**config.mk**
```make
export PLATFORM = sky130hd
export DESIGN_NAME = thermistor_divider_to_temperature
export DESIGN_NICKNAME = d
export VERILOG_FILES = /design/src/tdt_pkg.sv /design/src/tdt_front.sv /design/src/tdt_queue.sv /design/src/tdt_back.sv /design/src/thermistor_divider_to_temperature.sv
export VERILOG_INCLUDE_DIRS = /design/src /design/src/src
export SDC_FILE = /design/constraint.sdc
export NUM_CORES = 2
export LEC_CHECK = 0
export ABC_AREA = 1
export ABC_CLOCK_PERIOD_IN_PS = 10900
export BUFFER_PORTS_ARGS = -buffer_cell sky130_fd_sc_hd__buf_2
export CORE_MARGIN = 4
export CORE_UTILIZATION = 30
export DETAILED_ROUTE_END_ITERATION = 16
export GPL_TIMING_DRIVEN = 0
export PLACE_DENSITY = 0.45
export SKIP_CTS_REPAIR_TIMING = 1
export SKIP_LAST_GASP = 1
export SYNTH_ARGS = -nofsm -noshare
export SYNTH_HDL_FRONTEND = slang
export SYNTH_SLANG_ARGS = --single-unit
export TNS_END_PERCENT = 1
```
**constraint.sdc**
```tcl
create_clock -name clk -period 10.9 [get_ports clk]
set_input_delay 1.09 -clock clk [delete_from_list [all_inputs] [get_ports clk]]
set_output_delay 1.09 -clock clk [all_outputs]
set_load 0.05 [all_outputs]
```
**src/thermistor_divider_to_temperature_defines.svh**
```systemverilog
// Assertion macros shared by the thermistor divider block.
// Needs clk and rst_n in the scope of every module that uses them.
`ifndef THERMISTOR_DIVIDER_TO_TEMPERATURE_DEFINES_SVH
`define THERMISTOR_DIVIDER_TO_TEMPERATURE_DEFINES_SVH

// Condition that must hold at every clock edge out of reset.
`define TDT_ASSERT_ALWAYS(lbl, cond) \
    lbl: assert property (@(posedge clk) disable iff (!rst_n) (cond)) \
        else $error("tdt check failed: always");

// Same-cycle implication.
`define TDT_ASSERT_IMPLIES(lbl, ante, cons) \
    lbl: assert property (@(posedge clk) disable iff (!rst_n) (ante) |-> (cons)) \
        else $error("tdt check failed: implies");

// Next-cycle implication.
`define TDT_ASSERT_NEXT(lbl, ante, cons) \
    lbl: assert property (@(posedge clk) disable iff (!rst_n) (ante) |=> (cons)) \
        else $error("tdt check failed: next");

`endif

```
**src/tdt_pkg.sv**
```systemverilog
// Package for the thermistor divider block: widths, NTC table, queue item, FSM states.
// No dependencies.
`timescale 1ns / 1ps

package tdt_pkg;

    localparam int UV_W     = 23;
    localparam int MV_W     = 14;              // 8388 mV at most
    localparam int SER_W    = 16;
    localparam int PROD_W   = MV_W + SER_W;    // node_mv * series, table * diff
    localparam int TEMP_W   = 16;
    localparam int SLOT_W   = 5;
    localparam int MON_W    = 4;
    localparam int CHAN_W   = 2;
    localparam int PHASE_W  = 3;
    localparam int FLAG_W   = 2;
    localparam int FRAC_W   = 8;

    localparam int MUX_PHASES_DEF = 8;
    localparam logic [SER_W-1:0] SERIES_RESET = 16'd10000;

    // floor(x / 1000) = (x * ceil(2^33 / 1000)) >> 33, exact for x < 2^23
    localparam int RECIP_W  = 24;
    localparam int RECIP_SH = 33;
    localparam logic [RECIP_W-1:0] MV_RECIP = 24'd8589935;
    localparam int SCALE_W  = UV_W + RECIP_W;

    // NTC table, one entry per degree from -13 C
    localparam int NTC_ENTRIES = 94;
    localparam int IDX_W       = $clog2(NTC_ENTRIES);
    localparam int COLD_DEG    = -13;
    localparam logic [TEMP_W-1:0] IDX_OFFSET = TEMP_W'(1 - COLD_DEG);
    localparam logic [TEMP_W-1:0] TEMP_COLD  = TEMP_W'(COLD_DEG * 256);
    localparam logic [TEMP_W-1:0] TEMP_HOT   = TEMP_W'((NTC_ENTRIES - 1 + COLD_DEG) * 256);

    localparam logic [15:0] NTC_OHMS [NTC_ENTRIES] = '{
        16'd65091, 16'd61596, 16'd58310, 16'd55218, 16'd52308, 16'd49569, 16'd46989,
        16'd44559, 16'd42268, 16'd40108, 16'd38071, 16'd36150, 16'd34336, 16'd32624,
        16'd31007, 16'd29480, 16'd28036, 16'd26672, 16'd25381, 16'd24161, 16'd23006,
        16'd21912, 16'd20877, 16'd19897, 16'd18968, 16'd18088, 16'd17253, 16'd16462,
        16'd15711, 16'd14999, 16'd14323, 16'd13681, 16'd13072, 16'd12493, 16'd11943,
        16'd11420, 16'd10923, 16'd10450, 16'd10000, 16'd9572,  16'd9165,  16'd8777,
        16'd8408,  16'd8056,  16'd7721,  16'd7401,  16'd7097,  16'd6807,  16'd6530,
        16'd6266,  16'd6014,  16'd5773,  16'd5543,  16'd5324,  16'd5114,  16'd4914,
        16'd4723,  16'd4540,  16'd4365,  16'd4198,  16'd4038,  16'd3885,  16'd3739,
        16'd3599,  16'd3465,  16'd3336,  16'd3213,  16'd3095,  16'd2982,  16'd2874,
        16'd2770,  16'd2671,  16'd2575,  16'd2484,  16'd2396,  16'd2312,  16'd2231,
        16'd2153,  16'd2079,  16'd2007,  16'd1938,  16'd1872,  16'd1809,  16'd1748,
        16'd1689,  16'd1633,  16'd1578,  16'd1526,  16'd1476,  16'd1428,  16'd1381,
        16'd1336,  16'd1293,  16'd1252
    };

    localparam logic [IDX_W-1:0] IDX_FIRST = IDX_W'(1);
    localparam logic [IDX_W-1:0] IDX_LAST  = IDX_W'(NTC_ENTRIES - 1);

    typedef enum logic [FLAG_W-1:0] {
        RANGE_IN   = 2'd0,
        RANGE_COLD = 2'd1,
        RANGE_HOT  = 2'd2
    } range_t;

    // Item handed from front to back
    typedef struct packed {
        logic [MV_W-1:0]    diff;      // ref_mv - node_mv, clamped at zero
        logic [PROD_W-1:0]  numer;     // node_mv * series resistance
        logic [SLOT_W-1:0]  slot;
        logic [MON_W-1:0]   monitor;
    } tdt_item_t;

    localparam int QUEUE_DEPTH = 2;

    typedef enum logic [1:0] {
        F_IDLE,
        F_REF,
        F_NODE,
        F_PREP
    } front_state_t;

    typedef enum logic [2:0] {
        B_IDLE,
        B_COLD,
        B_HOT,
        B_SEARCH,
        B_NUM,
        B_DEN,
        B_DIV,
        B_WRITE
    } back_state_t;

endpackage

```
**src/tdt_front.sv**
```systemverilog
// Front end: takes a divider sample, scales to millivolts, forms diff and numerator.
// Depends on tdt_pkg; feeds tdt_queue.
`timescale 1ns / 1ps

module tdt_front #(
    parameter int MUX_PHASES = tdt_pkg::MUX_PHASES_DEF
) (
    input  logic                        clk,
    input  logic                        rst_n,
    input  logic                        push,
    output logic                        full,
    input  logic [tdt_pkg::UV_W-1:0]    ref_uv,
    input  logic [tdt_pkg::UV_W-1:0]    node_uv,
    input  logic [tdt_pkg::MON_W-1:0]   monitor_index,
    input  logic [tdt_pkg::CHAN_W-1:0]  channel_index,
    input  logic                        scan_end,
    input  logic                        cfg_valid,
    input  logic [tdt_pkg::SER_W-1:0]   cfg_data,
    output logic                        q_push,
    input  logic                        q_full,
    output tdt_pkg::tdt_item_t          q_item
);
    import tdt_pkg::*;

    front_state_t           state_reg, state_next;
    logic [UV_W-1:0]        ref_raw_reg, node_raw_reg;
    logic [MON_W-1:0]       mon_reg;
    logic [SLOT_W-1:0]      slot_reg;
    logic [MV_W-1:0]        ref_mv_reg, node_mv_reg;
    logic [PHASE_W-1:0]     phase_reg, phase_next;
    logic [SER_W-1:0]       series_reg;
    logic                   accept;
    logic [UV_W-1:0]        mul_in;
    logic [SCALE_W-1:0]     scaled;
    logic [MV_W-1:0]        mv;

    assign accept = push && !full;

    // one shared reciprocal multiplier for both voltages
    assign mul_in = (state_reg == F_REF) ? ref_raw_reg : node_raw_reg;
    assign scaled = SCALE_W'(mul_in) * SCALE_W'(MV_RECIP);
    assign mv     = scaled[RECIP_SH +: MV_W];

    assign phase_next = (phase_reg == PHASE_W'(MUX_PHASES - 1)) ? '0 : phase_reg + 1'b1;

    always_comb
    begin
        state_next = state_reg;
        case (state_reg)
            F_IDLE: if (accept) state_next = F_REF;
            F_REF:  state_next = F_NODE;
            F_NODE: state_next = F_PREP;
            F_PREP: if (!q_full) state_next = F_IDLE;
            default: state_next = F_IDLE;
        endcase
    end

    always_comb
    begin
        full   = 1'b1;
        q_push = 1'b0;
        case (state_reg)
            F_IDLE: full = 1'b0;
            F_PREP: q_push = !q_full;
            default: ;
        endcase
    end

    always_comb
    begin
        q_item.diff    = (ref_mv_reg > node_mv_reg) ? ref_mv_reg - node_mv_reg : '0;
        q_item.numer   = PROD_W'(node_mv_reg) * PROD_W'(series_reg);
        q_item.slot    = slot_reg;
        q_item.monitor = mon_reg;
    end

    always_ff @(posedge clk or negedge rst_n)
    begin
        if (!rst_n)
        begin
            state_reg  <= F_IDLE;
            phase_reg  <= '0;
            series_reg <= SERIES_RESET;
        end
        else
        begin
            state_reg <= state_next;
            if (accept && scan_end)
                phase_reg <= phase_next;
            if (cfg_valid)
                series_reg <= cfg_data;
        end
    end

    always_ff @(posedge clk)
    begin
        if (accept)
        begin
            ref_raw_reg  <= ref_uv;
            node_raw_reg <= node_uv;
            mon_reg      <= monitor_index;
            slot_reg     <= {channel_index, phase_reg};
        end
        if (state_reg == F_REF)
            ref_mv_reg <= mv;
        if (state_reg == F_NODE)
            node_mv_reg <= mv;
    end

endmodule

```
**src/tdt_queue.sv**
```systemverilog
// Short FIFO of prepared items between front and back.
// Depends on tdt_pkg and the assertion macro header.
`timescale 1ns / 1ps
`include "thermistor_divider_to_temperature_defines.svh"

module tdt_queue (
    input  logic                clk,
    input  logic                rst_n,
    input  logic                push,
    output logic                full,
    input  tdt_pkg::tdt_item_t  wr_item,
    input  logic                pop,
    output logic                empty,
    output tdt_pkg::tdt_item_t  rd_item
);
    import tdt_pkg::*;

    localparam int PTR_W = (QUEUE_DEPTH > 1) ? $clog2(QUEUE_DEPTH) : 1;
    localparam int CNT_W = $clog2(QUEUE_DEPTH + 1);

    tdt_item_t          entry_reg [QUEUE_DEPTH];
    logic [PTR_W-1:0]   wr_ptr_reg, rd_ptr_reg;
    logic [CNT_W-1:0]   count_reg;
    logic               do_push, do_pop;

    assign full    = (count_reg == CNT_W'(QUEUE_DEPTH));
    assign empty   = (count_reg == '0);
    assign do_push = push && !full;
    assign do_pop  = pop && !empty;
    assign rd_item = entry_reg[rd_ptr_reg];

    function automatic logic [PTR_W-1:0] ptr_inc(input logic [PTR_W-1:0] p);
        return (p == PTR_W'(QUEUE_DEPTH - 1)) ? '0 : p + 1'b1;
    endfunction

    always_ff @(posedge clk or negedge rst_n)
    begin
        if (!rst_n)
        begin
            wr_ptr_reg <= '0;
            rd_ptr_reg <= '0;
            count_reg  <= '0;
        end
        else
        begin
            if (do_push)
                wr_ptr_reg <= ptr_inc(wr_ptr_reg);
            if (do_pop)
                rd_ptr_reg <= ptr_inc(rd_ptr_reg);
            if (do_push && !do_pop)
                count_reg <= count_reg + 1'b1;
            else if (do_pop && !do_push)
                count_reg <= count_reg - 1'b1;
        end
    end

    always_ff @(posedge clk)
    begin
        if (do_push)
            entry_reg[wr_ptr_reg] <= wr_item;
    end

    `TDT_ASSERT_ALWAYS(a_count_bound, count_reg <= CNT_W'(QUEUE_DEPTH))
    `TDT_ASSERT_NEXT(a_push_grows, do_push && !do_pop, count_reg == $past(count_reg) + 1'b1)
    `TDT_ASSERT_IMPLIES(a_ptrs_meet, empty || full, wr_ptr_reg == rd_ptr_reg)

endmodule

```
**src/tdt_back.sv**
```systemverilog
// Back end: clamp checks, binary table search, interpolation divide, result register.
// Depends on tdt_pkg and the assertion macro header.
`timescale 1ns / 1ps
`include "thermistor_divider_to_temperature_defines.svh"

module tdt_back (
    input  logic                         clk,
    input  logic                         rst_n,
    input  logic                         q_empty,
    output logic                         q_pop,
    input  tdt_pkg::tdt_item_t           q_item,
    output logic                         empty,
    input  logic                         pop,
    output logic signed [tdt_pkg::TEMP_W-1:0] temperature_q8,
    output logic [tdt_pkg::SLOT_W-1:0]   slot_index,
    output logic [tdt_pkg::MON_W-1:0]    monitor_out,
    output logic [tdt_pkg::FLAG_W-1:0]   range_flag
);
    import tdt_pkg::*;

    localparam int REM_W = PROD_W + 1;
    localparam int CNT_W = $clog2(FRAC_W);

    back_state_t        state_reg, state_next;
    tdt_item_t          item_reg;
    logic [IDX_W-1:0]   lo_reg, hi_reg, mid;
    logic [PROD_W-1:0]  rem_reg, den_reg;
    logic [FRAC_W-1:0]  quot_reg, quot_next;
    logic [CNT_W-1:0]   cnt_reg;
    logic [TEMP_W-1:0]  temp_reg;
    range_t             flag_reg;
    logic               out_valid_reg;
    logic               load_item, load_out;

    logic [15:0]        tab_val;
    logic [PROD_W-1:0]  tab_prod;
    logic [IDX_W-1:0]   lo_prev;
    logic [15:0]        step;
    logic [REM_W-1:0]   rem_dbl;
    logic               rem_ge;
    logic               below_mid;
    logic               cold_hit, hot_hit;
    logic [TEMP_W-1:0]  interp_temp;

    assign lo_prev = lo_reg - 1'b1;
    assign mid     = IDX_W'((IDX_W + 1)'(lo_reg) + (IDX_W + 1)'(hi_reg) >> 1);

    // table read mux and single multiplier, operands selected by state
    always_comb
    begin
        case (state_reg)
            B_COLD:   tab_val = NTC_OHMS[0];
            B_HOT:    tab_val = NTC_OHMS[NTC_ENTRIES - 1];
            B_SEARCH: tab_val = NTC_OHMS[mid];
            default:  tab_val = NTC_OHMS[lo_prev];
        endcase
    end
    assign step     = NTC_OHMS[lo_prev] - NTC_OHMS[lo_reg];
    assign tab_prod = PROD_W'(item_reg.diff) *
                      PROD_W'((state_reg == B_DEN) ? step : tab_val);

    assign cold_hit  = (item_reg.diff == '0) || (item_reg.numer >= tab_prod);
    assign hot_hit   = (item_reg.numer <= tab_prod);
    assign below_mid = (tab_prod < item_reg.numer);

    // restoring division step
    assign rem_dbl   = {rem_reg, 1'b0};
    assign rem_ge    = (rem_dbl >= REM_W'(den_reg));
    assign quot_next = {quot_reg[FRAC_W-2:0], rem_ge};
    assign interp_temp = ((TEMP_W'(lo_reg) - IDX_OFFSET) << FRAC_W) + TEMP_W'(quot_next);

    always_comb
    begin
        state_next = state_reg;
        case (state_reg)
            B_IDLE:   if (!q_empty) state_next = B_COLD;
            B_COLD:   state_next = cold_hit ? B_WRITE : B_HOT;
            B_HOT:    state_next = hot_hit ? B_WRITE : B_SEARCH;
            B_SEARCH: if (lo_reg == hi_reg) state_next = B_NUM;
            B_NUM:    state_next = B_DEN;
            B_DEN:    state_next = B_DIV;
            B_DIV:    if (cnt_reg == CNT_W'(FRAC_W - 1)) state_next = B_WRITE;
            B_WRITE:  if (!out_valid_reg || pop) state_next = B_IDLE;
            default:  state_next = B_IDLE;
        endcase
    end

    always_comb
    begin
        load_item = 1'b0;
        load_out  = 1'b0;
        case (state_reg)
            B_IDLE:  load_item = !q_empty;
            B_WRITE: load_out  = !out_valid_reg || pop;
            default: ;
        endcase
    end
    assign q_pop = load_item;

    always_ff @(posedge clk or negedge rst_n)
    begin
        if (!rst_n)
        begin
            state_reg     <= B_IDLE;
            out_valid_reg <= 1'b0;
        end
        else
        begin
            state_reg <= state_next;
            if (load_out)
                out_valid_reg <= 1'b1;
            else if (pop)
                out_valid_reg <= 1'b0;
        end
    end

    always_ff @(posedge clk)
    begin
        case (state_reg)
            B_IDLE:
            begin
                if (load_item)
                    item_reg <= q_item;
            end
            B_COLD:
            begin
                temp_reg <= TEMP_COLD;
                flag_reg <= RANGE_COLD;
            end
            B_HOT:
            begin
                temp_reg <= TEMP_HOT;
                flag_reg <= RANGE_HOT;
                lo_reg   <= IDX_FIRST;
                hi_reg   <= IDX_LAST;
            end
            B_SEARCH:
            begin
                if (lo_reg != hi_reg)
                begin
                    if (below_mid)
                        hi_reg <= mid;
                    else
                        lo_reg <= mid + 1'b1;
                end
            end
            B_NUM:
            begin
                rem_reg <= tab_prod - item_reg.numer;
            end
            B_DEN:
            begin
                den_reg  <= tab_prod;
                quot_reg <= '0;
                cnt_reg  <= '0;
            end
            B_DIV:
            begin
                rem_reg  <= rem_ge ? PROD_W'(rem_dbl - REM_W'(den_reg)) : PROD_W'(rem_dbl);
                quot_reg <= quot_next;
                cnt_reg  <= cnt_reg + 1'b1;
                temp_reg <= interp_temp;
                flag_reg <= RANGE_IN;
            end
            B_WRITE:
            begin
                if (load_out)
                begin
                    temperature_q8 <= temp_reg;
                    slot_index     <= item_reg.slot;
                    monitor_out    <= item_reg.monitor;
                    range_flag     <= flag_reg;
                end
            end
            default: ;
        endcase
    end

    assign empty = !out_valid_reg;

    `TDT_ASSERT_IMPLIES(a_search_order, state_reg == B_SEARCH, lo_reg <= hi_reg)
    `TDT_ASSERT_IMPLIES(a_div_nonzero, state_reg == B_DIV, den_reg != '0)
    `TDT_ASSERT_IMPLIES(a_rem_below_den, state_reg == B_DIV, rem_reg < den_reg)
    `TDT_ASSERT_IMPLIES(a_pop_only_idle, q_pop, state_reg == B_IDLE)

endmodule

```
**src/thermistor_divider_to_temperature.sv**
```systemverilog
// Top level of the NTC thermistor divider to temperature converter.
// Depends on tdt_pkg, tdt_front, tdt_queue and tdt_back.
`timescale 1ns / 1ps

// Channel    Handshake            Payload
// input      push / full          ref_uv, node_uv, monitor_index, channel_index, scan_end
// result     pop / empty          temperature_q8, slot_index, monitor_out, range_flag
// config     cfg_valid/cfg_ready  cfg_data (series resistance, ohms)
//
// Front: accept, ref scaling, node scaling, prepare (held while the queue is full),
// then idle again before the next item. Back: cold check, hot check, bracket search,
// numerator, denominator, fraction divide, write (a clamp hit goes straight to write),
// then idle again before the next; it sets the sustained rate. A 2-entry queue sits between.
// Reset (rst_n low, async) clears FSMs, queue, mux phase and sets 10000 ohms.
// A held result stalls the back end at its write; the front keeps filling the queue.

module thermistor_divider_to_temperature #(
    parameter int MUX_PHASES = tdt_pkg::MUX_PHASES_DEF
) (
    input  logic                         clk,
    input  logic                         rst_n,
    // input items
    input  logic                         push,
    output logic                         full,
    input  logic [tdt_pkg::UV_W-1:0]     ref_uv,
    input  logic [tdt_pkg::UV_W-1:0]     node_uv,
    input  logic [tdt_pkg::MON_W-1:0]    monitor_index,
    input  logic [tdt_pkg::CHAN_W-1:0]   channel_index,
    input  logic                         scan_end,
    // results
    output logic                         empty,
    input  logic                         pop,
    output logic signed [tdt_pkg::TEMP_W-1:0] temperature_q8,
    output logic [tdt_pkg::SLOT_W-1:0]   slot_index,
    output logic [tdt_pkg::MON_W-1:0]    monitor_out,
    output logic [tdt_pkg::FLAG_W-1:0]   range_flag,
    // series resistance register
    input  logic                         cfg_valid,
    output logic                         cfg_ready,
    input  logic [tdt_pkg::SER_W-1:0]    cfg_data
);
    import tdt_pkg::*;

    tdt_item_t  fq_item, qb_item;
    logic       fq_push, fq_full;
    logic       qb_pop, qb_empty;

    // register write always taken; the user must write it only while idle, the block does not enforce this
    assign cfg_ready = 1'b1;

    // front: mV scaling (reciprocal multiply), diff clamp, numerator product,
    // slot tagging and mux phase advance on scan end
    tdt_front #(
        .MUX_PHASES (MUX_PHASES)
    ) u_front (
        .clk           (clk),
        .rst_n         (rst_n),
        .push          (push),
        .full          (full),
        .ref_uv        (ref_uv),
        .node_uv       (node_uv),
        .monitor_index (monitor_index),
        .channel_index (channel_index),
        .scan_end      (scan_end),
        .cfg_valid     (cfg_valid && cfg_ready),
        .cfg_data      (cfg_data),
        .q_push        (fq_push),
        .q_full        (fq_full),
        .q_item        (fq_item)
    );

    // decoupling queue
    tdt_queue u_queue (
        .clk     (clk),
        .rst_n   (rst_n),
        .push    (fq_push),
        .full    (fq_full),
        .wr_item (fq_item),
        .pop     (qb_pop),
        .empty   (qb_empty),
        .rd_item (qb_item)
    );

    // back: open/cold/hot clamps by cross-multiplication, table bracket search,
    // floor interpolation over segment i-1..i, result register
    tdt_back u_back (
        .clk            (clk),
        .rst_n          (rst_n),
        .q_empty        (qb_empty),
        .q_pop          (qb_pop),
        .q_item         (qb_item),
        .empty          (empty),
        .pop            (pop),
        .temperature_q8 (temperature_q8),
        .slot_index     (slot_index),
        .monitor_out    (monitor_out),
        .range_flag     (range_flag)
    );

endmodule
```
==> results.cfg <==
[outcome]
status = finished, violations left
failed_checks = setup timing

[critical_path]
crit_path_end_kind = flip-flop
rrSetupSlack_ps = -240
r2r_start = u_back.lo_reg[1]
worstRegToRegCells = 54
critical_path.max_stage_delay_ps = 550
path_delay_family = adder cells
cp_max_fo = 7
cp.arrival_ps = 11480
critPathBufInv = 13
crit_start = u_back.lo_reg[1]
worst-setup-path-type = flip-flop to flip-flop
rr_endpoint = u_back.hi_reg[6]
worst_path_most_repeated_cell = fa_1
crit_path_start_kind = flip-flop
worst_ep_required_time_ps = 11240
cp_slowest_cell = fa_1

[sta]
rsz0062_at_grt = yes
slew_viol_final = 0
timing.fmax_mhz = 89.79
fin_crit_ps = 11140
period_share_pct = 102.2
setup_viol = 25
worstMarginPinSlew_ps = 1229
slew_headroom_pct = 18.08
finalHoldViolations = 0
fin_skew_ps = 30.59
postLayoutSetupSlackWorst_ps = -236.7

[cts]
cts_made_buffers = 52
cts_sinks = 400
cts_tree = built
ctsRootBufferMaster = clkbuf_16
clockBufferDepth = 3
path_clk_slew_ps = 60
h-tree-depth = 2
clkLatencyLatePin_ps = 650

[synth]
synth.distinct_cells = 67
synth_edf_count = 371
synthArstFlopShare_pct = 7.250
synth_area_leader_cell = edfxtp_1
ys_warn_count = 0
synth.area.top_cells = edfxtp_1, fa_1, ha_1
syn-num-nets = 7067
ys_seq_area_share_pct = 24.15
synth_top_area_share_pct = 22.66
synth.cell_area_um2 = 49170
synthFlopType = edfxtp_1
ys_seq_elements = 400
synth_area_per_cell_um2 = 8.292
syn_inst = 5929

[global_route]
antenna_found_initial = 2
grt_max_degree = 45
overflow = 0
grt_pass1_wl_um = 259900
grt_pass1_vias = 41990
track_usage_pct = 19.91

[floorplanning]
initial_utilization_pct = 30.21
die_h_um = 412.8
die_area_um2 = 170400
fp-row-count = 148
core_area_um2 = 162800
die_w_um = 412.8
io_pins = 104

[routing]
routed_wl_um = 171800
drc = 0
drtPass1Iterations = 6
antenna_left = 0
wire_per_inst_um = 20.41
drt_iter0_markers = 3224
vias_per_cell = 4.947
dr_total_vias = 41640

[min_path]
holdPathEnd = u_back.temperature_q8[1]
hold_depth = 0
hp-class = flip-flop to flip-flop
min_from = u_back.temp_reg[1]

[placed_design]
dpl_cell_area_um2 = 52660
port_buffers = 101
hpwl_um = 138800
dp_slack_ps = -3679
place_congestion = 0.9351
placed_cells = 8215

[finish]
syn_to_final_growth_pct = 15.27
layout_commonest_cell = nand2_1
design_area_um2 = 56670
n_fill_cell = 17190
fin_nets = 7335
final_cells = 8416
antennaDiodeCount = 0
final_cell_mix = nand2_1, inv_1, ha_1, fa_1, edfxtp_1
layout-drive-gt1-share_pct = 11.49
largest_register_ff_count = 106

[flow_run]
max_cap_violations = 0
worst max path at each step:
stage	slack, ps	depth (start not counted)	end
global placement	-4140	51	u_back.hi_reg[2]
global route	-630	56	u_back.rem_reg[28]
detailed placement	-3680	51	u_back.hi_reg[2]
CTS	-3720	51	u_back.hi_reg[6]
finish	-240	54	u_back.hi_reg[6]
floorplan	40	52	u_back.hi_reg[0]
Yosys cell counts, drive strengths merged, types with 49 or more instances:
library cell	n
nand2	1257
inv	1125
ha	573
fa	491
nor2	391
nand3	378
edfxtp	371
a21oi	336
o21ai	314
clkbuf	107
buf	79
xor2	74
xnor2	49
routing by layer:
layer | vias up | GRT usage (%) | part of all wire [%]
li1 | 19680 | - | -
met1 | 20500 | 26.91 | 44
met2 | 1216 | 33.95 | 48
met3 | 248 | 2.031 | 5.0
met4 | 2 | 5.324 | 3.0
met5 | - | 0 | 0.0076
logic make-up (layout without fill, tap and decap cells):
group	count (synthesis)	count (layout)	share of synthesized area [%]
adders and majority gates	1064	1064	34.57
AOI/OAI and AO/OA	844	844	9.617
buffers and inverters	1317	1629	10.47
DFF	400	400	24.15
other	1	1	0.007627
and+or+nand+nor	2162	2162	18.44
muxes	18	18	0.4097
xor gates and xnor gates	123	123	2.336
worst register-to-register path, delay by kind of cell (launching register included):
family / cells / cell delay [ps]
XOR/XNOR: 2 / 400
adder cells (fa/ha/maj): 11 / 4510
buffers and inverters: 13 / 1720
flip-flops: 1 / 510
AO/OA/AOI/OAI: 14 / 2200
AND/OR/NAND/NOR: 14 / 1540
per-stage QoR:
| stage | utilization (%) | setup TNS [ps] | hold WS (ps) |
|---|---|---|---|
| 2_1_floorplan | - | 0 | 400.3 |
| 3_3_place_gp | 32.20 | -157900 | 400.4 |
| 3_5_place_dp | 32.35 | -134200 | 404.5 |
| 4_1_cts | 33.42 | -136070 | 411.7 |
| 5_1_grt | 34.82 | -15140 | 415.2 |
| 6_report | 34.82 | -3978 | 403.5 |
cell type report:
cell class / instances / area, µm² / area share (%)
Buffer: 185 / 999.7 / 1.764
Tap cell: 2175 / 2721 / 4.802
Timing Repair Buffer: 215 / 1524 / 2.689
Clock buffer: 62 / 1359 / 2.398
Sequential cell: 400 / 11870 / 20.95
Inverter: 1131 / 4268 / 7.531
Clock inverter: 36 / 382.9 / 0.6756
Multi-Input combinational cell: 4212 / 33540 / 59.19
Power is not shown: default switching activity piles up to over one toggle a cycle in this logic, so the estimate is an artifact.
